--- src/rtl/lkv_pkg.sv ---
// Package for the LRU key/value cache: field widths, request codes and the
// command/status bundles between controller and datapath. No dependencies.
package lkv_pkg;

  // Fixed width of the payload and reported key fields
  localparam int FIELD_W = 32;

  // Request codes carried on the mode field
  localparam logic MODE_LOOKUP = 1'b0;
  localparam logic MODE_INSERT = 1'b1;

  // Commands from the controller to the datapath
  typedef struct packed {
    logic load;    // capture a new item and clear the scan trackers
    logic scan;    // read the entry at the scan index and advance
    logic update;  // commit writes, age ranks and the result item
  } lkv_cmd_t;

  // Status from the datapath to the controller
  typedef struct packed {
    logic scan_last;  // scan index points at the last entry
  } lkv_sts_t;

endpackage

--- src/rtl/lkv_ctrl.sv ---
// Controller state machine for the LRU key/value cache.
// Depends on lkv_pkg for the command and status bundles.
module lkv_ctrl (
  input  logic              clk,
  input  logic              rst_n,
  input  logic              start,
  output logic              busy,
  input  lkv_pkg::lkv_sts_t sts,
  output lkv_pkg::lkv_cmd_t cmd
);
  import lkv_pkg::*;

  typedef enum logic [3:0] {
    ST_IDLE   = 4'b0001,
    ST_SCAN   = 4'b0010,
    ST_DRAIN  = 4'b0100,
    ST_UPDATE = 4'b1000
  } state_t;

  state_t state_r, state_nxt;

  // Sequence one item: scan all entries, finish the last compare, commit
  always_comb begin
    state_nxt = state_r;
    unique case (state_r)
      ST_IDLE: begin
        if (start) state_nxt = ST_SCAN;
      end
      ST_SCAN: begin
        if (sts.scan_last) state_nxt = ST_DRAIN;
      end
      ST_DRAIN: begin
        state_nxt = ST_UPDATE;
      end
      ST_UPDATE: begin
        state_nxt = ST_IDLE;
      end
      default: begin
        state_nxt = ST_IDLE;
      end
    endcase
  end

  always_ff @(posedge clk) begin
    if (!rst_n) begin
      state_r <= ST_IDLE;
    end else begin
      state_r <= state_nxt;
    end
  end

  // Decode commands from the current state
  assign busy       = (state_r != ST_IDLE);
  assign cmd.load   = (state_r == ST_IDLE) && start;
  assign cmd.scan   = (state_r == ST_SCAN);
  assign cmd.update = (state_r == ST_UPDATE);

endmodule

--- src/rtl/lkv_datapath.sv ---
// Datapath for the LRU key/value cache: key and payload memories, valid bits,
// age ranks, the scan trackers and the result registers.
// Depends on lkv_pkg for widths, request codes and the command bundle.
module lkv_datapath #(
  parameter int ENTRIES  = 16,
  parameter int KEY_BITS = 32
) (
  input  logic                         clk,
  input  logic                         rst_n,
  input  lkv_pkg::lkv_cmd_t            cmd,
  output lkv_pkg::lkv_sts_t            sts,
  input  logic                         in_mode,
  input  logic [lkv_pkg::FIELD_W-1:0]  in_key,
  input  logic [lkv_pkg::FIELD_W-1:0]  in_payload,
  output logic                         out_valid,
  output logic                         out_hit,
  output logic [lkv_pkg::FIELD_W-1:0]  out_payload_out,
  output logic                         out_evicted,
  output logic [lkv_pkg::FIELD_W-1:0]  out_evicted_key
);
  import lkv_pkg::*;

  localparam int IDX_W = $clog2(ENTRIES);
  localparam int CNT_W = $clog2(ENTRIES + 1);
  localparam logic [IDX_W-1:0] LAST_IDX = IDX_W'(ENTRIES - 1);
  localparam logic [IDX_W-1:0] RANK_MAX = IDX_W'(ENTRIES - 1);
  localparam logic [CNT_W-1:0] FULL_CNT = CNT_W'(ENTRIES);

  // Storage
  logic [KEY_BITS-1:0] key_mem [ENTRIES];
  logic [FIELD_W-1:0]  pay_mem [ENTRIES];
  logic [ENTRIES-1:0]  valid_r;
  logic [IDX_W-1:0]    rank_r [ENTRIES];
  logic [CNT_W-1:0]    count_r;

  // Captured item
  logic                req_mode_r;
  logic [KEY_BITS-1:0] req_key_r;
  logic [FIELD_W-1:0]  req_pay_r;
  logic [KEY_BITS-1:0] key_ext;

  // Scan and compare stage
  logic [IDX_W-1:0]    scan_idx_r;
  logic [IDX_W-1:0]    cmp_idx_r;
  logic                cmp_en_r;
  logic [KEY_BITS-1:0] key_q;
  logic [FIELD_W-1:0]  pay_q;
  logic                cmp_valid;
  logic [IDX_W-1:0]    cmp_rank;

  // Trackers
  logic                match_found_r;
  logic [IDX_W-1:0]    match_idx_r;
  logic [IDX_W-1:0]    match_rank_r;
  logic [FIELD_W-1:0]  match_pay_r;
  logic                free_found_r;
  logic [IDX_W-1:0]    free_idx_r;
  logic [IDX_W-1:0]    victim_idx_r;
  logic [KEY_BITS-1:0] victim_key_r;
  logic [FIELD_W-1:0]  victim_key32;

  // Update decode
  logic                is_insert;
  logic                do_promote;
  logic                new_key;
  logic                do_evict;
  logic [IDX_W-1:0]    tgt_idx;
  logic [IDX_W-1:0]    tgt_rank;

  // Result registers
  logic                out_valid_r;
  logic                out_hit_r;
  logic [FIELD_W-1:0]  out_payload_r;
  logic                out_evicted_r;
  logic [FIELD_W-1:0]  out_evicted_key_r;

  // Fit the key field to the stored key width and back
  generate
    if (KEY_BITS > FIELD_W) begin : g_key_wide
      assign key_ext      = {{(KEY_BITS - FIELD_W){1'b0}}, in_key};
      assign victim_key32 = victim_key_r[FIELD_W-1:0];
    end else if (KEY_BITS == FIELD_W) begin : g_key_same
      assign key_ext      = in_key;
      assign victim_key32 = victim_key_r;
    end else begin : g_key_narrow
      assign key_ext      = in_key[KEY_BITS-1:0];
      assign victim_key32 = {{(FIELD_W - KEY_BITS){1'b0}}, victim_key_r};
    end
  endgenerate

  // Capture the item
  always_ff @(posedge clk) begin
    if (cmd.load) begin
      req_mode_r <= in_mode;
      req_key_r  <= key_ext;
      req_pay_r  <= in_payload;
    end
  end

  // Advance the scan index
  always_ff @(posedge clk) begin
    if (!rst_n) begin
      scan_idx_r <= '0;
      cmp_en_r   <= 1'b0;
    end else begin
      cmp_en_r <= cmd.scan;
      if (cmd.load) begin
        scan_idx_r <= '0;
      end else if (cmd.scan) begin
        scan_idx_r <= scan_idx_r + IDX_W'(1);
      end
    end
  end

  always_ff @(posedge clk) begin
    cmp_idx_r <= scan_idx_r;
  end

  assign sts.scan_last = (scan_idx_r == LAST_IDX);

  // Update decode: pick the entry to touch and its current rank
  assign is_insert  = (req_mode_r == MODE_INSERT);
  assign new_key    = is_insert && !match_found_r;
  assign do_evict   = new_key && !free_found_r;
  assign do_promote = match_found_r || is_insert;

  always_comb begin
    if (match_found_r) begin
      tgt_idx  = match_idx_r;
      tgt_rank = match_rank_r;
    end else if (free_found_r) begin
      tgt_idx  = free_idx_r;
      tgt_rank = count_r[IDX_W-1:0];
    end else begin
      tgt_idx  = victim_idx_r;
      tgt_rank = RANK_MAX;
    end
  end

  // Key and payload memories: read at the scan index, write on commit
  always_ff @(posedge clk) begin
    if (cmd.update && new_key) begin
      key_mem[tgt_idx] <= req_key_r;
    end
    key_q <= key_mem[scan_idx_r];
  end

  always_ff @(posedge clk) begin
    if (cmd.update && is_insert) begin
      pay_mem[tgt_idx] <= req_pay_r;
    end
    pay_q <= pay_mem[scan_idx_r];
  end

  // Compare one entry per cycle
  assign cmp_valid = valid_r[cmp_idx_r];
  assign cmp_rank  = rank_r[cmp_idx_r];

  always_ff @(posedge clk) begin
    if (!rst_n) begin
      match_found_r <= 1'b0;
      free_found_r  <= 1'b0;
    end else if (cmd.load) begin
      match_found_r <= 1'b0;
      free_found_r  <= 1'b0;
    end else if (cmp_en_r) begin
      if (cmp_valid && (key_q == req_key_r) && !match_found_r) begin
        match_found_r <= 1'b1;
      end
      if (!cmp_valid && !free_found_r) begin
        free_found_r <= 1'b1;
      end
    end
  end

  // Hold index, rank and data of the first hit, first hole and the oldest entry
  always_ff @(posedge clk) begin
    if (cmp_en_r) begin
      if (cmp_valid && (key_q == req_key_r) && !match_found_r) begin
        match_idx_r  <= cmp_idx_r;
        match_rank_r <= cmp_rank;
        match_pay_r  <= pay_q;
      end
      if (!cmp_valid && !free_found_r) begin
        free_idx_r <= cmp_idx_r;
      end
      if (cmp_valid && (cmp_rank == RANK_MAX)) begin
        victim_idx_r <= cmp_idx_r;
        victim_key_r <= key_q;
      end
    end
  end

  // Mark a newly filled entry valid; on a hit or insert, age every younger entry and make the touched entry most recent
  always_ff @(posedge clk) begin
    if (!rst_n) begin
      valid_r <= '0;
      count_r <= '0;
      for (int i = 0; i < ENTRIES; i++) begin
        rank_r[i] <= '0;
      end
    end else if (cmd.update) begin
      if (new_key && free_found_r) begin
        valid_r[tgt_idx] <= 1'b1;
        count_r          <= count_r + CNT_W'(1);
      end
      if (do_promote) begin
        for (int i = 0; i < ENTRIES; i++) begin
          if (IDX_W'(i) == tgt_idx) begin
            rank_r[i] <= '0;
          end else if (valid_r[i] && (rank_r[i] < tgt_rank)) begin
            rank_r[i] <= rank_r[i] + IDX_W'(1);
          end
        end
      end
    end
  end

  // Register the result item
  always_ff @(posedge clk) begin
    if (!rst_n) begin
      out_valid_r <= 1'b0;
    end else begin
      out_valid_r <= cmd.update;
    end
  end

  always_ff @(posedge clk) begin
    if (cmd.update) begin
      out_hit_r         <= is_insert || match_found_r;
      out_payload_r     <= is_insert     ? req_pay_r   :
                           match_found_r ? match_pay_r : '0;
      out_evicted_r     <= do_evict;
      out_evicted_key_r <= do_evict ? victim_key32 : '0;
    end
  end

  assign out_valid       = out_valid_r;
  assign out_hit         = out_hit_r;
  assign out_payload_out = out_payload_r;
  assign out_evicted     = out_evicted_r;
  assign out_evicted_key = out_evicted_key_r;

  // Checks
  a_count_bound: assert property (@(posedge clk) disable iff (!rst_n)
    count_r <= FULL_CNT)
    else $error("entry count exceeds capacity");

  a_count_valid: assert property (@(posedge clk) disable iff (!rst_n)
    $countones(valid_r) == int'(count_r))
    else $error("entry count disagrees with valid bits");

  a_insert_hit: assert property (@(posedge clk) disable iff (!rst_n)
    (cmd.update && is_insert) |=> (out_valid && out_hit))
    else $error("insert did not report a hit");

  a_evict_full: assert property (@(posedge clk) disable iff (!rst_n)
    (out_valid && out_evicted) |-> (count_r == FULL_CNT))
    else $error("eviction while the cache had free entries");

endmodule

--- src/rtl/lru_key_value_cache.sv ---
// LRU key/value cache: each accepted item is compared against every entry,
// reading one key/payload entry per cycle through the memory read port, and
// then committed; a new item is taken only once the previous one has committed.
// Results are strobed for one cycle on out_valid; the receiver cannot stall.
// Synchronous active-low reset empties the cache (valid bits, ranks, count).
// Top level: joins lkv_ctrl and lkv_datapath; depends on lkv_pkg.
module lru_key_value_cache #(
  parameter int ENTRIES  = 16,
  parameter int KEY_BITS = 32
) (
  input  logic                         clk,
  input  logic                         rst_n,
  input  logic                         start,
  output logic                         busy,
  input  logic                         in_mode,
  input  logic [lkv_pkg::FIELD_W-1:0]  in_key,
  input  logic [lkv_pkg::FIELD_W-1:0]  in_payload,
  output logic                         out_valid,
  output logic                         out_hit,
  output logic [lkv_pkg::FIELD_W-1:0]  out_payload_out,
  output logic                         out_evicted,
  output logic [lkv_pkg::FIELD_W-1:0]  out_evicted_key
);
  import lkv_pkg::*;

  lkv_cmd_t cmd;
  lkv_sts_t sts;

  // Sequence each item
  lkv_ctrl u_ctrl (
    .clk   (clk),
    .rst_n (rst_n),
    .start (start),
    .busy  (busy),
    .sts   (sts),
    .cmd   (cmd)
  );

  // Store, search and age the entries
  lkv_datapath #(
    .ENTRIES  (ENTRIES),
    .KEY_BITS (KEY_BITS)
  ) u_datapath (
    .clk             (clk),
    .rst_n           (rst_n),
    .cmd             (cmd),
    .sts             (sts),
    .in_mode         (in_mode),
    .in_key          (in_key),
    .in_payload      (in_payload),
    .out_valid       (out_valid),
    .out_hit         (out_hit),
    .out_payload_out (out_payload_out),
    .out_evicted     (out_evicted),
    .out_evicted_key (out_evicted_key)
  );

endmodule

--- config.mk ---
export PLATFORM = sky130hd
export DESIGN_NAME = lru_key_value_cache
export DESIGN_NICKNAME = d
export VERILOG_FILES = /design/src/rtl/lkv_pkg.sv /design/src/rtl/lkv_ctrl.sv /design/src/rtl/lkv_datapath.sv /design/src/rtl/lru_key_value_cache.sv
export SDC_FILE = /design/constraint.sdc
export NUM_CORES = 1
export LEC_CHECK = 0
export ABC_AREA = 1
export BUFFER_PORTS_ARGS = -buffer_cell sky130_fd_sc_hd__buf_4
export CAP_MARGIN = 20
export CORE_MARGIN = 2
export CORE_UTILIZATION = 40
export CTS_CLUSTER_SIZE = 40
export DETAILED_ROUTE_END_ITERATION = 7
export GPL_ROUTABILITY_DRIVEN = 0
export GPL_TIMING_DRIVEN = 0
export SETUP_SLACK_MARGIN = 0.02
export SLEW_MARGIN = 40
export SYNTH_ARGS = -nofsm -noshare
export SYNTH_HDL_FRONTEND = slang
export SYNTH_HIERARCHICAL = 1
export SYNTH_SLANG_ARGS = --single-unit
--- constraint.sdc ---
create_clock -name clk -period 20.4 [get_ports clk]
set_input_delay 2.04 -clock clk [delete_from_list [all_inputs] [get_ports clk]]
set_output_delay 2.04 -clock clk [all_outputs]
set_load 0.01 [all_outputs]
==> results by stage <==
Final layout:
- The number of filler instances in the final layout is 12215.
- Leaving out filler cells and counting taps, the final layout contains approximately 6700.
- The largest registers in the layout are u_datapath/key_mem (512), u_datapath/pay_mem (512), u_datapath/rank_r (64).
- The layout cell share with drive strength beyond 1 is 14.2%.
- The library cell used most frequently in the layout, excluding fill and tap cells, is edfxtp_1.
- The net count of the finished layout is 4827.
- The repair_antennas step left the layout with diodes totalling 0.
- From synthesis to final layout, the design area changed by 18.1%.
- Leaving out fill and tap cells, the most frequent cells in the layout are edfxtp_1, nor2_1, nand2_1.
- Cells fill 47.5% of the core in the end.

Pwr:
- The internal power of the cells totals approximately 4.8 mW.
- Summed over all cells, the static leakage comes to 22.4 nW.
- Across the VDD grid, the largest voltage drop is 0.0000531 V.
- The share of power burned in registers is between 50% and 60%.
- In this run switching power makes up around a fifth of total power.
- The switching power total is 1.25 mW.
- The part of the total power dissipated in combinational logic is 2.2%.
- The power density over the cells is 91.8 mW/mm^2.
- The part of the power in the clock network is 44.4%.

GRT:
- Entering global routing, the biggest net connects 41 pins.
- The final global-route overflow total is 0.
- The first global-routing pass estimated between 200000 and 250000 microns of wire.
- Global routing used a little over a fifth of the available tracks.
- The initial antenna violation count came to 9.
- The number of global-route vias before repair is 34901.

CTS:
- Buffers inserted to repair hold after CTS numbered 0.
- The H-tree level count is 4.
- The number of clock buffers inserted by TritonCTS is 147.
- After clock tree synthesis, the clock-pin slew on the worst setup and hold paths is 50 ps.
- After clock tree synthesis, the setup repair step added 0 buffers.
- No sink is reached through more buffers than the 3 on the longest clock path.
- The master cell of the clock root buffer is clkbuf_16.
- The clock drives roughly 1400 sinks.
- For the worst-skew pair, the clock arrives at the later sink with an insertion delay of 780 ps.
- The number of gates resized after CTS is 0.
- TritonCTS built the clock tree.

STA:
- The final setup violation count is 0.
- Hold is met by 400 ps.
- The minimum clock period is about 3700 ps.
- After layout, the worst path uses 18.0% of the clock period.
- For this run, the top clock speed supported by timing is 273 MHz.
- The total count of hold-check failures in the final report is 0.
- The worst slew margin relative to its limit is 37.3%.
- At the pin with the least slew margin, the transition time is about 940 ps.
- Setup repair after global routing left no endpoint under its margin.
- The final worst-path setup slack is between 15000 and 20000 ps.
- For the final database, setup skew stands at between 20 and 25 ps.
- The final max-slew violation count is 0.

Synthesis:
- The count of yosys warnings during synthesis is 6.
- The average instance area after synthesis is 12.9 sq um.
- The number of nets in the synthesized netlist is about 4400.
- In this run, distinct cell masters in the synthesized netlist total 46.
- The synthesized netlist occupies a cell area of about 0.056 sq mm.
- Synthesis produced a netlist whose cell count is 4324.
- The sequential-to-total area share from yosys stat is 73.4%.
- The synthesized flop and latch total is 1399.

Status:
- The flow ran to the end, and the final reports show no timing, DRC or antenna violations.

Route:
- The starting DRC count in detailed routing is 3930.
- The first detailed-routing pass took 8 iterations.
- For this run, design rule violations remaining after detail routing come to 0.
- Dividing the detail-routed via count by the number of cells gives 5.38.
- The detail route stage leaves a number of antenna-violating nets equal to 0.
- The overall via count from detail_route is 36097.
- The total wire length after detailed routing is 156000 microns.
- In the final routed layout, each cell accounts on average for around 23 microns.

Placed design:
- The port buffer count is about 140.
- Before CTS, the worst setup slack after placement is 16690 ps.
- Counting tap cells, the placed design contains a total of 6435 instances.
- The HPWL reported at the end of detailed placement is 110000 microns.

Setup path:
- The maximum net fanout on the critical path is 3.
- At the worst endpoint, the arrival time is 1620 ps.
- The cell depth of the worst flop-to-flop path is 8.
- The worst setup path is captured at an output pin.
- Among all stages on the critical path, the largest delay is contributed by dfxtp_1.
- Data on the critical path is required at its endpoint by 18360 ps.
- The delay of the slowest critical-path stage is 390 ps.
- The kind of start point of the critical path is a register.
- The worst setup path is of the register to output pin kind.
- Walking the worst path, the cells encountered are inv_2 > nor2_2 > nand2_1 > buf_4.

Worst hold path:
- The cell depth of the worst hold path is 0.
- The path class of the tightest hold or removal check is register to register.

Floorplanning:
- The number of rows created at floorplan is around 140.
- The total area inside the core boundary comes to around 0.14 sq mm.
- The overall die height is around 380 microns.
- The floorplan step set the die width to 378 microns.
- The overall die area is roughly 0.14 sq mm.
- The top-level I/O count is 136.
- The starting density of the core is between 40% and 50%.

Run:
- The max-cap check violation count is 0.
-- cells by family after synthesis --
family,Yosys count,synth area share [%]
multiplexers,31,0.555
XOR/XNOR,37,0.580
buffers and inverters,437,3.44
AND/OR/NAND/NOR,1624,12.6
adder cells (fa/ha/maj),50,1.12
flip-flops,1399,73.4
AO/OA/AOI/OAI,746,8.28
-- worst paths after layout --
kind	from	endpoint	slack [ps]
setup / recovery	u_ctrl/state_r[0]	busy	16740
hold / removal	u_datapath/pay_q[3]	u_datapath/match_pay_r[3]	400
setup reg to reg	u_ctrl/state_r[1]	u_datapath/key_mem[9][2]	17140
hold reg to reg	u_datapath/pay_q[3]	u_datapath/match_pay_r[3]	400
-- layout make-up --
| type | instances | area (sq um) | share of cell area [%] |
|---|---|---|---|
| repair buffers | 236 | 2590 | 3.93 |
| well taps | 1876 | 2350 | 3.56 |
| inverters | 195 | 762 | 1.15 |
| plain buffers | 242 | 1170 | 1.77 |
| clock buffers | 195 | 4110 | 6.22 |
| clock inverters | 75 | 776 | 1.18 |
| multi-input cells | 2488 | 13200 | 20.1 |
| flip-flops and latches | 1399 | 41000 | 62.1 |
-- worst max-delay path, delay by kind of cell (launching register included) --
kind                   cells  cell delay, ps
flip-flops                 1             390
buffers and inverters      2             230
AND/OR/NAND/NOR            2             230
-- stage by stage --
stage	total power [mW]	instance area (sq um)	TNS, ps
after floorplan	3.33	55900	0
after global placement	3.42	59200	-991150
after detailed placement	3.42	61100	0
after CTS	6.10	66000	0
after global routing	6.22	66000	0
final	6.06	66000	0
-- Yosys cell counts (all sizes together) --
cell	number	area, sq um
nand4	10	62.6
o21ai	435	2180
o211ai	113	848
o32ai	128	1120
edfxtp	1299	39000
nand2	386	1590
inv	191	732
clkinv	4	25.0
buf	82	566
nor3	30	170
mux2i	31	310
o221ai	31	272
xnor2	20	175
nand3	242	1340
ha	50	626
a31oi	1	6.26
clkbuf	160	601
dfxtp	100	2000
and3	4	45.0
o22ai	3	25.0
nand3b	7	52.6
nor2	926	3680
or2	15	93.8
xor2	17	149
nor4	1	6.26
nor3b	3	22.5
a21oi	35	175
-- power by group through the flow --
stage | Sequential, mW | Clock [mW] | Combinational [mW]
6_report | 3.23 | 2.69 | 0.136
5_1_grt | 3.23 | 2.84 | 0.148
4_1_cts | 3.23 | 2.73 | 0.135
3_5_place_dp | 3.29 | 0 | 0.134
3_3_place_gp | 3.29 | 0 | 0.131
2_1_floorplan | 3.26 | 0 | 0.0766
-- metal layers --
metal	vias to the layer above	routed length [microns]	GRT usage [%]	share of wire, %
met2	1511	75000	35.9	48
met5	-	13	0	0.0083
met3	279	11800	3.82	7.5
met1	17886	63700	29.0	41
li1	16419	-	-	-
met4	2	5350	7.83	3.4
Power figures use the tool's default switching activity.
